File: src/design/sxq_pkg.sv
// Shared types and constants for the serial XON/XOFF queue engine.
// No dependencies; imported by sxq_queue_mem and serial_xon_xoff_queue_engine.
package sxq_pkg;

    // default queue depth in bytes
    localparam int QUEUE_DEPTH_DEF = 64;

    // 7-bit strip mask
    localparam logic [7:0] STRIP_MASK = 8'h7f;

    // mode flag bit positions
    localparam int MF_STRIP  = 0;
    localparam int MF_TXFC   = 1;
    localparam int MF_ANY    = 2;
    localparam int MF_RXFC   = 3;
    localparam int MF_CRNL   = 4;
    localparam int MF_NLCRNL = 5;

    // register reset values
    localparam logic [5:0] MODE_RST = 6'd0;
    localparam logic [7:0] XON_RST  = 8'd17;
    localparam logic [7:0] XOFF_RST = 8'd19;
    localparam logic [7:0] EOL_RST  = 8'd10;
    localparam logic [7:0] CR_RST   = 8'd13;
    localparam logic [6:0] TRIG_RST = 7'd16;

    // event codes of an input beat
    typedef enum logic [1:0] {
        OP_LINE_RX = 2'd0,
        OP_HOST_RD = 2'd1,
        OP_HOST_WR = 2'd2,
        OP_TX_RDY  = 2'd3
    } op_t;

    // result status codes
    typedef enum logic [2:0] {
        ST_OK       = 3'd0,
        ST_RX_DROP  = 3'd1,
        ST_TX_FULL  = 3'd2,
        ST_RX_EMPTY = 3'd3,
        ST_FLOW     = 3'd4
    } status_t;

    // configuration register indexes
    typedef enum logic [2:0] {
        CFG_MODE = 3'd0,
        CFG_XON  = 3'd1,
        CFG_XOFF = 3'd2,
        CFG_EOL  = 3'd3,
        CFG_CR   = 3'd4,
        CFG_TRIG = 3'd5
    } cfg_idx_t;

    // sequencer states
    typedef enum logic [1:0] {
        S_IDLE,
        S_READ,
        S_WRITE2
    } seq_state_t;

endpackage

File: src/design/sxq_queue_mem.sv
// Byte queue storage: one write port, one read port with registered read data.
// Depends on sxq_pkg.
module sxq_queue_mem
    import sxq_pkg::*;
#(
    parameter int DEPTH = QUEUE_DEPTH_DEF
) (
    input  logic                     aclk,
    input  logic                     wr_en,
    input  logic [$clog2(DEPTH)-1:0] wr_addr,
    input  logic [7:0]               wr_data,
    input  logic                     rd_en,
    input  logic [$clog2(DEPTH)-1:0] rd_addr,
    output logic [7:0]               rd_data
);

    logic [7:0] mem [DEPTH];
    logic [7:0] rd_data_reg;

    // write port
    always_ff @(posedge aclk) begin
        if (wr_en) begin
            mem[wr_addr] <= wr_data;
        end
    end

    // read port, registered read data
    always_ff @(posedge aclk) begin
        if (rd_en) begin
            rd_data_reg <= mem[rd_addr];
        end
    end

    assign rd_data = rd_data_reg;

endmodule

File: src/design/serial_xon_xoff_queue_engine.sv
// Serial terminal front end with receive/transmit byte queues and XON/XOFF flow control.
// Depends on sxq_pkg and sxq_queue_mem.
//
// One input beat is one event: a byte from the line, a host read, a host write or a
// line transmit-ready tick; every event returns exactly one result beat. Both queues
// sit in single-port-write memories with registered read data, so a host read and a
// transmit tick that sends a queued byte pass through the S_READ state before the
// result, and a host write that expands end of line to CR plus end of line makes its
// second queue write in the S_WRITE2 state; all other events go straight to the
// result register. The result is held in an output register and the next beat is
// taken once it has been accepted, so one event is in flight at a time.
// Configuration writes are accepted in every cycle and take effect at once; they are
// meant to be issued while no event is in flight.
module serial_xon_xoff_queue_engine
    import sxq_pkg::*;
#(
    parameter int QUEUE_DEPTH = QUEUE_DEPTH_DEF
) (
    input  logic        aclk,
    input  logic        aresetn,
    // input events
    input  logic        s_tvalid,
    output logic        s_tready,
    input  logic [7:0]  s_tdata,   // [7:0] data_byte
    input  logic [1:0]  s_tuser,   // [1:0] op
    // results
    output logic        m_tvalid,
    input  logic        m_tready,
    output logic [23:0] m_tdata,   // [0] line_tx_valid, [8:1] line_tx_byte,
                                   // [9] host_valid, [17:10] host_byte, [23:18] zero
    output logic [2:0]  m_tuser,   // [2:0] status
    // configuration writes
    input  logic        cfg_valid,
    output logic        cfg_ready,
    input  logic [2:0]  cfg_index,
    input  logic [7:0]  cfg_data
);

    localparam int AW = $clog2(QUEUE_DEPTH);
    localparam int CW = $clog2(QUEUE_DEPTH + 1);
    localparam int WW = (CW > 7) ? CW : 7;
    localparam logic [AW-1:0] PTR_LAST = AW'(QUEUE_DEPTH - 1);
    localparam logic [AW:0]   DEPTH_S  = (AW+1)'(QUEUE_DEPTH);
    localparam logic [CW-1:0] DEPTH_C  = CW'(QUEUE_DEPTH);
    localparam logic [CW-1:0] TX_LIM   = CW'(QUEUE_DEPTH - 2);
    localparam logic [WW:0]   DEPTH_W  = (WW+1)'(QUEUE_DEPTH);

    // configuration registers
    logic [5:0] mode_reg;
    logic [7:0] xon_reg, xoff_reg, eol_reg, cr_reg;
    logic [6:0] trig_reg;

    // queue and flow state
    logic [AW-1:0] rx_ptr_reg, rx_ptr_next, tx_ptr_reg, tx_ptr_next;
    logic [CW-1:0] rx_cnt_reg, rx_cnt_next, tx_cnt_reg, tx_cnt_next;
    logic          tx_paused_reg, tx_paused_next;
    logic          rx_stopped_reg, rx_stopped_next;
    logic [7:0]    save_reg, save_next;
    logic          src_rx_reg, src_rx_next;
    seq_state_t    state_reg, state_next;

    // result register
    logic          m_valid_reg, m_valid_next;
    logic          txv_reg, txv_next, hv_reg, hv_next;
    logic [7:0]    txb_reg, txb_next, hb_reg, hb_next;
    status_t       st_reg, st_next;

    // memory ports
    logic          rx_wr_en, rx_rd_en, tx_wr_en, tx_rd_en;
    logic [7:0]    rx_wr_data, tx_wr_data, rx_rd_data, tx_rd_data;
    logic [AW-1:0] rx_wr_addr, tx_wr_addr;

    logic          s_fire;
    op_t           op;
    logic [7:0]    byte_c;
    logic [AW:0]   rx_sum, tx_sum;
    logic [CW-1:0] rx_space;
    logic          xoff_low, xon_room;

    assign s_fire    = s_tvalid && s_tready;
    assign op        = op_t'(s_tuser);
    assign cfg_ready = 1'b1;

    // write addresses: read pointer plus fill count, wrapped
    assign rx_sum     = (AW+1)'(rx_ptr_reg) + (AW+1)'(rx_cnt_reg);
    assign tx_sum     = (AW+1)'(tx_ptr_reg) + (AW+1)'(tx_cnt_reg);
    assign rx_wr_addr = (rx_sum >= DEPTH_S) ? AW'(rx_sum - DEPTH_S) : AW'(rx_sum);
    assign tx_wr_addr = (tx_sum >= DEPTH_S) ? AW'(tx_sum - DEPTH_S) : AW'(tx_sum);

    // flow thresholds
    assign rx_space = DEPTH_C - rx_cnt_reg;
    assign xoff_low = WW'(rx_space) < WW'(trig_reg);
    assign xon_room = ((WW+1)'(rx_cnt_reg) + (WW+1)'(trig_reg)) < DEPTH_W;

    // line byte after optional strip
    assign byte_c = mode_reg[MF_STRIP] ? (s_tdata & STRIP_MASK) : s_tdata;

    // next state
    always_comb begin
        state_next = state_reg;
        unique case (state_reg)
            S_IDLE: begin
                if (s_fire) begin
                    priority if (op == OP_HOST_RD && rx_cnt_reg != '0) begin
                        state_next = S_READ;
                    end else if (op == OP_TX_RDY && !tx_paused_reg && tx_cnt_reg != '0) begin
                        state_next = S_READ;
                    end else if (op == OP_HOST_WR && tx_cnt_reg <= TX_LIM
                                 && mode_reg[MF_NLCRNL] && s_tdata == eol_reg) begin
                        state_next = S_WRITE2;
                    end else begin
                        state_next = S_IDLE;
                    end
                end
            end
            S_READ:   state_next = S_IDLE;
            S_WRITE2: state_next = S_IDLE;
            default:  state_next = S_IDLE;
        endcase
    end

    // datapath and memory control
    always_comb begin
        rx_ptr_next     = rx_ptr_reg;
        rx_cnt_next     = rx_cnt_reg;
        tx_ptr_next     = tx_ptr_reg;
        tx_cnt_next     = tx_cnt_reg;
        tx_paused_next  = tx_paused_reg;
        rx_stopped_next = rx_stopped_reg;
        save_next       = save_reg;
        src_rx_next     = src_rx_reg;
        m_valid_next    = m_valid_reg && !m_tready;
        txv_next        = txv_reg;
        txb_next        = txb_reg;
        hv_next         = hv_reg;
        hb_next         = hb_reg;
        st_next         = st_reg;
        rx_wr_en        = 1'b0;
        rx_wr_data      = byte_c;
        rx_rd_en        = 1'b0;
        tx_wr_en        = 1'b0;
        tx_wr_data      = s_tdata;
        tx_rd_en        = 1'b0;

        unique case (state_reg)
            S_IDLE: begin
                if (s_fire) begin
                    txv_next = 1'b0;
                    txb_next = '0;
                    hv_next  = 1'b0;
                    hb_next  = '0;
                    st_next  = ST_OK;
                    unique case (op)
                        // byte from the line
                        OP_LINE_RX: begin
                            m_valid_next = 1'b1;
                            if (mode_reg[MF_TXFC] && byte_c == xoff_reg) begin
                                tx_paused_next = 1'b1;
                                st_next        = ST_FLOW;
                            end else if (mode_reg[MF_TXFC] && byte_c == xon_reg) begin
                                tx_paused_next = 1'b0;
                                st_next        = ST_FLOW;
                            end else begin
                                if (mode_reg[MF_TXFC] && mode_reg[MF_ANY]) begin
                                    tx_paused_next = 1'b0;
                                end
                                if (rx_cnt_reg != DEPTH_C) begin
                                    rx_wr_en    = 1'b1;
                                    rx_cnt_next = rx_cnt_reg + 1'b1;
                                    if (mode_reg[MF_RXFC] && xoff_low && !rx_stopped_reg) begin
                                        txv_next        = 1'b1;
                                        txb_next        = xoff_reg;
                                        rx_stopped_next = 1'b1;
                                    end
                                end else begin
                                    st_next = ST_RX_DROP;
                                end
                            end
                        end
                        // host read from the receive queue
                        OP_HOST_RD: begin
                            if (rx_cnt_reg == '0) begin
                                m_valid_next = 1'b1;
                                st_next      = ST_RX_EMPTY;
                            end else begin
                                if (mode_reg[MF_RXFC] && rx_stopped_reg && xon_room) begin
                                    txv_next        = 1'b1;
                                    txb_next        = xon_reg;
                                    rx_stopped_next = 1'b0;
                                end
                                rx_rd_en    = 1'b1;
                                src_rx_next = 1'b1;
                                rx_cnt_next = rx_cnt_reg - 1'b1;
                                rx_ptr_next = (rx_ptr_reg == PTR_LAST) ? '0 : rx_ptr_reg + 1'b1;
                            end
                        end
                        // host write into the transmit queue
                        OP_HOST_WR: begin
                            if (tx_cnt_reg <= TX_LIM) begin
                                tx_wr_en    = 1'b1;
                                tx_cnt_next = tx_cnt_reg + 1'b1;
                                if (mode_reg[MF_NLCRNL] && s_tdata == eol_reg) begin
                                    tx_wr_data = cr_reg;
                                    save_next  = s_tdata;
                                end else begin
                                    m_valid_next = 1'b1;
                                end
                            end else begin
                                m_valid_next = 1'b1;
                                st_next      = ST_TX_FULL;
                            end
                        end
                        // line ready for one byte
                        OP_TX_RDY: begin
                            if (!tx_paused_reg && tx_cnt_reg != '0) begin
                                tx_rd_en    = 1'b1;
                                src_rx_next = 1'b0;
                                tx_cnt_next = tx_cnt_reg - 1'b1;
                                tx_ptr_next = (tx_ptr_reg == PTR_LAST) ? '0 : tx_ptr_reg + 1'b1;
                            end else begin
                                m_valid_next = 1'b1;
                            end
                        end
                        default: m_valid_next = 1'b1;
                    endcase
                end
            end
            // queue read data is back
            S_READ: begin
                m_valid_next = 1'b1;
                if (src_rx_reg) begin
                    hv_next = 1'b1;
                    hb_next = (mode_reg[MF_CRNL] && rx_rd_data == cr_reg) ? eol_reg
                                                                            : rx_rd_data;
                end else begin
                    txv_next = 1'b1;
                    txb_next = tx_rd_data;
                end
            end
            // second byte of an expanded end of line
            S_WRITE2: begin
                m_valid_next = 1'b1;
                tx_wr_en     = 1'b1;
                tx_wr_data   = save_reg;
                tx_cnt_next  = tx_cnt_reg + 1'b1;
            end
            default: ;
        endcase
    end

    // handshake outputs
    always_comb begin
        s_tready = (state_reg == S_IDLE) && !m_valid_reg;
        m_tvalid = m_valid_reg;
        m_tdata  = {6'd0, hb_reg, hv_reg, txb_reg, txv_reg};
        m_tuser  = st_reg;
    end

    // configuration registers
    always_ff @(posedge aclk) begin
        if (!aresetn) begin
            mode_reg <= MODE_RST;
            xon_reg  <= XON_RST;
            xoff_reg <= XOFF_RST;
            eol_reg  <= EOL_RST;
            cr_reg   <= CR_RST;
            trig_reg <= TRIG_RST;
        end else if (cfg_valid && cfg_ready) begin
            unique case (cfg_idx_t'(cfg_index))
                CFG_MODE: mode_reg <= cfg_data[5:0];
                CFG_XON:  xon_reg  <= cfg_data;
                CFG_XOFF: xoff_reg <= cfg_data;
                CFG_EOL:  eol_reg  <= cfg_data;
                CFG_CR:   cr_reg   <= cfg_data;
                CFG_TRIG: trig_reg <= cfg_data[6:0];
                default: ;
            endcase
        end
    end

    // control state
    always_ff @(posedge aclk) begin
        if (!aresetn) begin
            state_reg      <= S_IDLE;
            rx_ptr_reg     <= '0;
            rx_cnt_reg     <= '0;
            tx_ptr_reg     <= '0;
            tx_cnt_reg     <= '0;
            tx_paused_reg  <= 1'b0;
            rx_stopped_reg <= 1'b0;
            m_valid_reg    <= 1'b0;
        end else begin
            state_reg      <= state_next;
            rx_ptr_reg     <= rx_ptr_next;
            rx_cnt_reg     <= rx_cnt_next;
            tx_ptr_reg     <= tx_ptr_next;
            tx_cnt_reg     <= tx_cnt_next;
            tx_paused_reg  <= tx_paused_next;
            rx_stopped_reg <= rx_stopped_next;
            m_valid_reg    <= m_valid_next;
        end
    end

    // payload registers
    always_ff @(posedge aclk) begin
        save_reg   <= save_next;
        src_rx_reg <= src_rx_next;
        txv_reg    <= txv_next;
        txb_reg    <= txb_next;
        hv_reg     <= hv_next;
        hb_reg     <= hb_next;
        st_reg     <= st_next;
    end

    // receive queue storage
    sxq_queue_mem #(
        .DEPTH (QUEUE_DEPTH)
    ) u_rx_mem (
        .aclk    (aclk),
        .wr_en   (rx_wr_en),
        .wr_addr (rx_wr_addr),
        .wr_data (rx_wr_data),
        .rd_en   (rx_rd_en),
        .rd_addr (rx_ptr_reg),
        .rd_data (rx_rd_data)
    );

    // transmit queue storage
    sxq_queue_mem #(
        .DEPTH (QUEUE_DEPTH)
    ) u_tx_mem (
        .aclk    (aclk),
        .wr_en   (tx_wr_en),
        .wr_addr (tx_wr_addr),
        .wr_data (tx_wr_data),
        .rd_en   (tx_rd_en),
        .rd_addr (tx_ptr_reg),
        .rd_data (tx_rd_data)
    );

endmodule
File: config.mk
export PLATFORM = sky130hd
export DESIGN_NAME = serial_xon_xoff_queue_engine
export DESIGN_NICKNAME = d
export VERILOG_FILES = /design/src/design/sxq_pkg.sv /design/src/design/sxq_queue_mem.sv /design/src/design/serial_xon_xoff_queue_engine.sv
export SDC_FILE = /design/constraint.sdc
export NUM_CORES = 1
export LEC_CHECK = 0
export BUFFER_PORTS_ARGS = -buffer_cell sky130_fd_sc_hd__clkbuf_2
export CORE_UTILIZATION = 57
export DETAILED_ROUTE_END_ITERATION = 7
export GPL_ROUTABILITY_DRIVEN = 0
export PLACE_DENSITY_LB_ADDON = 0.08
export SLEW_MARGIN = 10
export SYNTH_ARGS = -nofsm -noshare
export SYNTH_HDL_FRONTEND = slang
export SYNTH_HIERARCHICAL = 1
export SYNTH_SLANG_ARGS = --single-unit
export TNS_END_PERCENT = 100
File: constraint.sdc
create_clock -name aclk -period 9.4 [get_ports aclk]
set_clock_uncertainty 0.2 [all_clocks]
set_input_delay 0.94 -clock aclk [delete_from_list [all_inputs] [get_ports aclk]]
set_output_delay 0.94 -clock aclk [all_outputs]
set_load 0.01 [all_outputs]
==> run summary <==
The fraction of registers with async set/reset was 0. The worst setup path is launched from a register. The run gives 48,280 um^2 as the placed cell area. The via-per-instance ratio was 6.555; the total of buffers placed on input and output ports was 48. For the worst flop-to-flop path, the logic depth is 10. The slew at the pin with the worst max-slew slack came out at 1.200 ns. From bottom edge to top edge, the die measures 289.5 um.

In this run, the number of DRC markers left after iteration 0 of detailed routing was 2,588. The most critical setup path has its startpoint at rx_ptr_reg[0]. Setup violations remaining at the end of the flow were counted as 0. The global-route wire length before repair came out at 170,300 um. The share of post-route cells with drive strength above 1 was 0.2024. Remaining number of nets flagged by the antenna check after routing: 0.

The maximum clock insertion buffer count was 3. Overall die width: 289.5 um. Detailed routing inserted a total of 25,700 vias.

The synthesized netlist occupies a cell area of 47,120 um^2. The run gives 25,220 as the via count of the first global-routing pass. After synthesis the netlist holds a flip-flop and latch count of 1,146. The run gives 4.83 ns as the setup slack of the worst register-to-register path.

The tools report the filler cell count as 5,724. The die covers 83,830 um^2. Leaving out fill and tap cells, the most frequent cell in the layout is sky130_fd_sc_hd__edfxtp_1. The floorplan has 105 rows. The number of clock buffers added by TritonCTS is 112. The type of element capturing the critical path is a register.

Clock latency on the worst-skew pair: 0.68 ns. The number of antenna violations at the first check in global routing is 1. The worst register-to-register path begins at rx_ptr_reg[0].

For this design the top-level I/O count stands at 56. The count of flip-flops with a built-in enable after synthesis is 1,070. 0 antenna diodes ended up in the layout.

The number of hold buffers added after CTS was 0. The area added between synthesis and finish was 10.26%; the final hold violation count was 0. The max capacitance violation total was 0; the clock transition at the register clock pins on the worst setup and hold paths after CTS was 0.06 ns. Along the worst path, the maximum fanout reaches 49. After synthesis, the mean cell area works out to 17.47 um^2. Based on the critical path, the design can be clocked at up to 219.0 MHz.

The final critical path time including I/O delays and setup is 4.566 ns, and the Yosys warning count is 6. The total global-route track usage was 0.2820; the half-perimeter wire length of the detailed placement result was 75,630 um. Type of the worst setup path: reg2reg.

For the number of pins exceeding their max-slew limit in the final report, the log shows 0. After global routing the overflow that remains totals 0. Commonest register cell after synthesis: sky130_fd_sc_hd__edfxtp_1.

The run gives 51,960 um^2 as the area of all placed cells without fillers. The logs give 0 for the count of cells resized by post-cts repair and 6 for the detailed-router iteration count before antenna repair. The part of the Yosys area used for sequential elements is 0.7141, and the total wirelength of the detailed-routed design is 116,500 um.

The flow ran to the end, and the final reports show no timing, DRC or antenna violations. Entering global routing, the biggest net connects 67 pins. Ranked by total cell area, the synthesized netlist is headed by sky130_fd_sc_hd__edfxtp_1 (68%), sky130_fd_sc_hd__mux4_2 (11%), sky130_fd_sc_hd__dfxtp_1 (3.2%), sky130_fd_sc_hd__mux2i_1 (1.9%), sky130_fd_sc_hd__nor2_1 (1.6%). Endpoint arrival time on the critical path: 4.68 ns.

The logs give 0.1944 for the worst-case headroom to the max-slew limit and 2,697 for the synthesized instance count. In the layout the commonest cells are sky130_fd_sc_hd__edfxtp_1 (1,070), sky130_fd_sc_hd__mux4_2 (231), sky130_fd_sc_hd__nor2_1 (201). Setup repair after global routing left no endpoint under its margin.

The starting density of the core was 0.5748; the post-route setup TNS was 0 ns. At the worst endpoint, the required time is 9.52 ns. The tools report the endpoint of the worst setup timing path as u_rx_mem/mem[21][0].

IR analysis of the VDD net gives a maximum drop of 184.6 uV. The area inside the core boundary is 81,980 um^2, and the total number of clock tree sinks is 1,146. The top cell type's share of synthesized area was 0.6818. sky130_fd_sc_hd__edfxtp_1 takes more of the synthesized area than any other cell. The largest registers in the layout are u_rx_mem/mem x512, u_tx_mem/mem x512. The tree is rooted in a sky130_fd_sc_hd__clkbuf_16. Number of setup buffers added after CTS: 0. The tools report the net total in the final layout as 2,823. For the H-tree depth reported by CTS, the log shows 3. The DRC violations left was 0. The power per standard cell area was 207.5 nW/um^2. Final worst-path cycle share: 0.4858.

The analysis attributes to cell leakage a power of 0.01608 uW. Count of distinct cell types in the synthesized netlist: 86. TritonCTS built the clock tree. In this run the worst hold path is classified as reg2reg. After detailed routing, the average wire length per cell comes to 29.72 um. The worst register-to-register path ends at u_rx_mem/mem[21][0].
-- metrics by stage --
stage | hold WS (ns) | std cells | power, uW | utilization | worst slack, ns
floorplan | 0.2363 | 2702 | 6182 | - | 3.864
detailed placement | 0.2716 | 3712 | 6414 | 0.5890 | 4.793
finish | 0.2832 | 3921 | 10780 | 0.6338 | 4.834
global placement | 0.2480 | 3712 | 6402 | 0.5888 | 4.857
CTS | 0.2798 | 3921 | 10850 | 0.6338 | 4.906
global route | 0.3027 | 3921 | 11080 | 0.6338 | 4.587
-- cells in the mapped netlist (all sizes together) (4+ instances only) --
cell type and n:
nor3 23, a211oi 6, nor4 23, a21oi 81, xor2 17, o211ai 7, o22ai 40, nand3 54
or3 11, a22o 7, dfxtp 76, edfxtp 1070, inv 45, nand4 19, nand2b 20, o21ai 35
xnor2 45, or2 19, a221oi 11, clkbuf 67, a22oi 32, or3b 5, buf 90, nand3b 11
o221ai 13, nor2 202, mux2i 88, mux2 12, nor2b 36, ha 38, a31oi 10, a21o 13
a221o 8, a2111oi 6, o31ai 10, mux4 231, nand2 159, and3 7, o21bai 4
-- layout make-up --
class	instances	area (um^2)	share of cell area
timing repair buffer	97	608.1	0.01170
sequential	1146	33670	0.6480
clock inverter	77	750.7	0.01445
tap	1070	1339	0.02577
multi-input combinational	1351	12480	0.2402
clock buffer	132	2929	0.05637
inverter	48	180.2	0.003467
-- how the worst min path moves through the flow --
stage                            from     endpoint  slack [ns]  cells after the start
after floorplan           xoff_reg[7]  xoff_reg[7]        0.24                      2
after global placement    xoff_reg[7]  xoff_reg[7]        0.25                      2
after detailed placement  trig_reg[2]  trig_reg[2]        0.27                      2
after CTS                 trig_reg[2]  trig_reg[2]        0.28                      2
after global routing      trig_reg[3]  trig_reg[3]        0.30                      2
final                     trig_reg[2]  trig_reg[2]        0.28                      2
-- metal layers --
metal | vias up | global-route usage | routed length, um
li1 | 10830 | - | -
met1 | 13330 | 0.4177 | 48560
met2 | 1295 | 0.4293 | 54010
met3 | 246 | 0.05181 | 10110
met4 | 0 | 0.09018 | 3863
met5 | - | 0 | 0
-- cell families after synthesis --
kind of cell,Yosys count,synth area share
flip-flops,1146,0.7141
AND/OR/NAND/NOR,607,0.06290
multiplexers,331,0.1320
AO/OA/AOI/OAI,303,0.04368
buffers and inverters,205,0.02366
XOR/XNOR,62,0.01216
adder cells (fa/ha/maj),41,0.01136
other,2,0.0001594
-- worst max-delay path, stage by stage, from the launching register on --
cell and delay, ns:
sky130_fd_sc_hd__dfxtp_4 0.94, sky130_fd_sc_hd__ha_1 0.30, sky130_fd_sc_hd__inv_1 0.06, sky130_fd_sc_hd__fa_1 0.41
sky130_fd_sc_hd__inv_1 0.08, sky130_fd_sc_hd__a21o_1 0.10, sky130_fd_sc_hd__a21oi_1 0.08, sky130_fd_sc_hd__xnor2_1 0.63
sky130_fd_sc_hd__nor2b_1 0.32, sky130_fd_sc_hd__nand2b_1 0.39, sky130_fd_sc_hd__nor2_1 0.68
-- where the power goes --
part	leakage (uW)	switching, uW	internal, uW
Combinational	0.00402	406	197
Clock	0.00180	1900	2580
Sequential	0.0103	43.5	5660
Total	0.0161	2350	8440
Note: power is estimated with default switching activity, not from simulation.
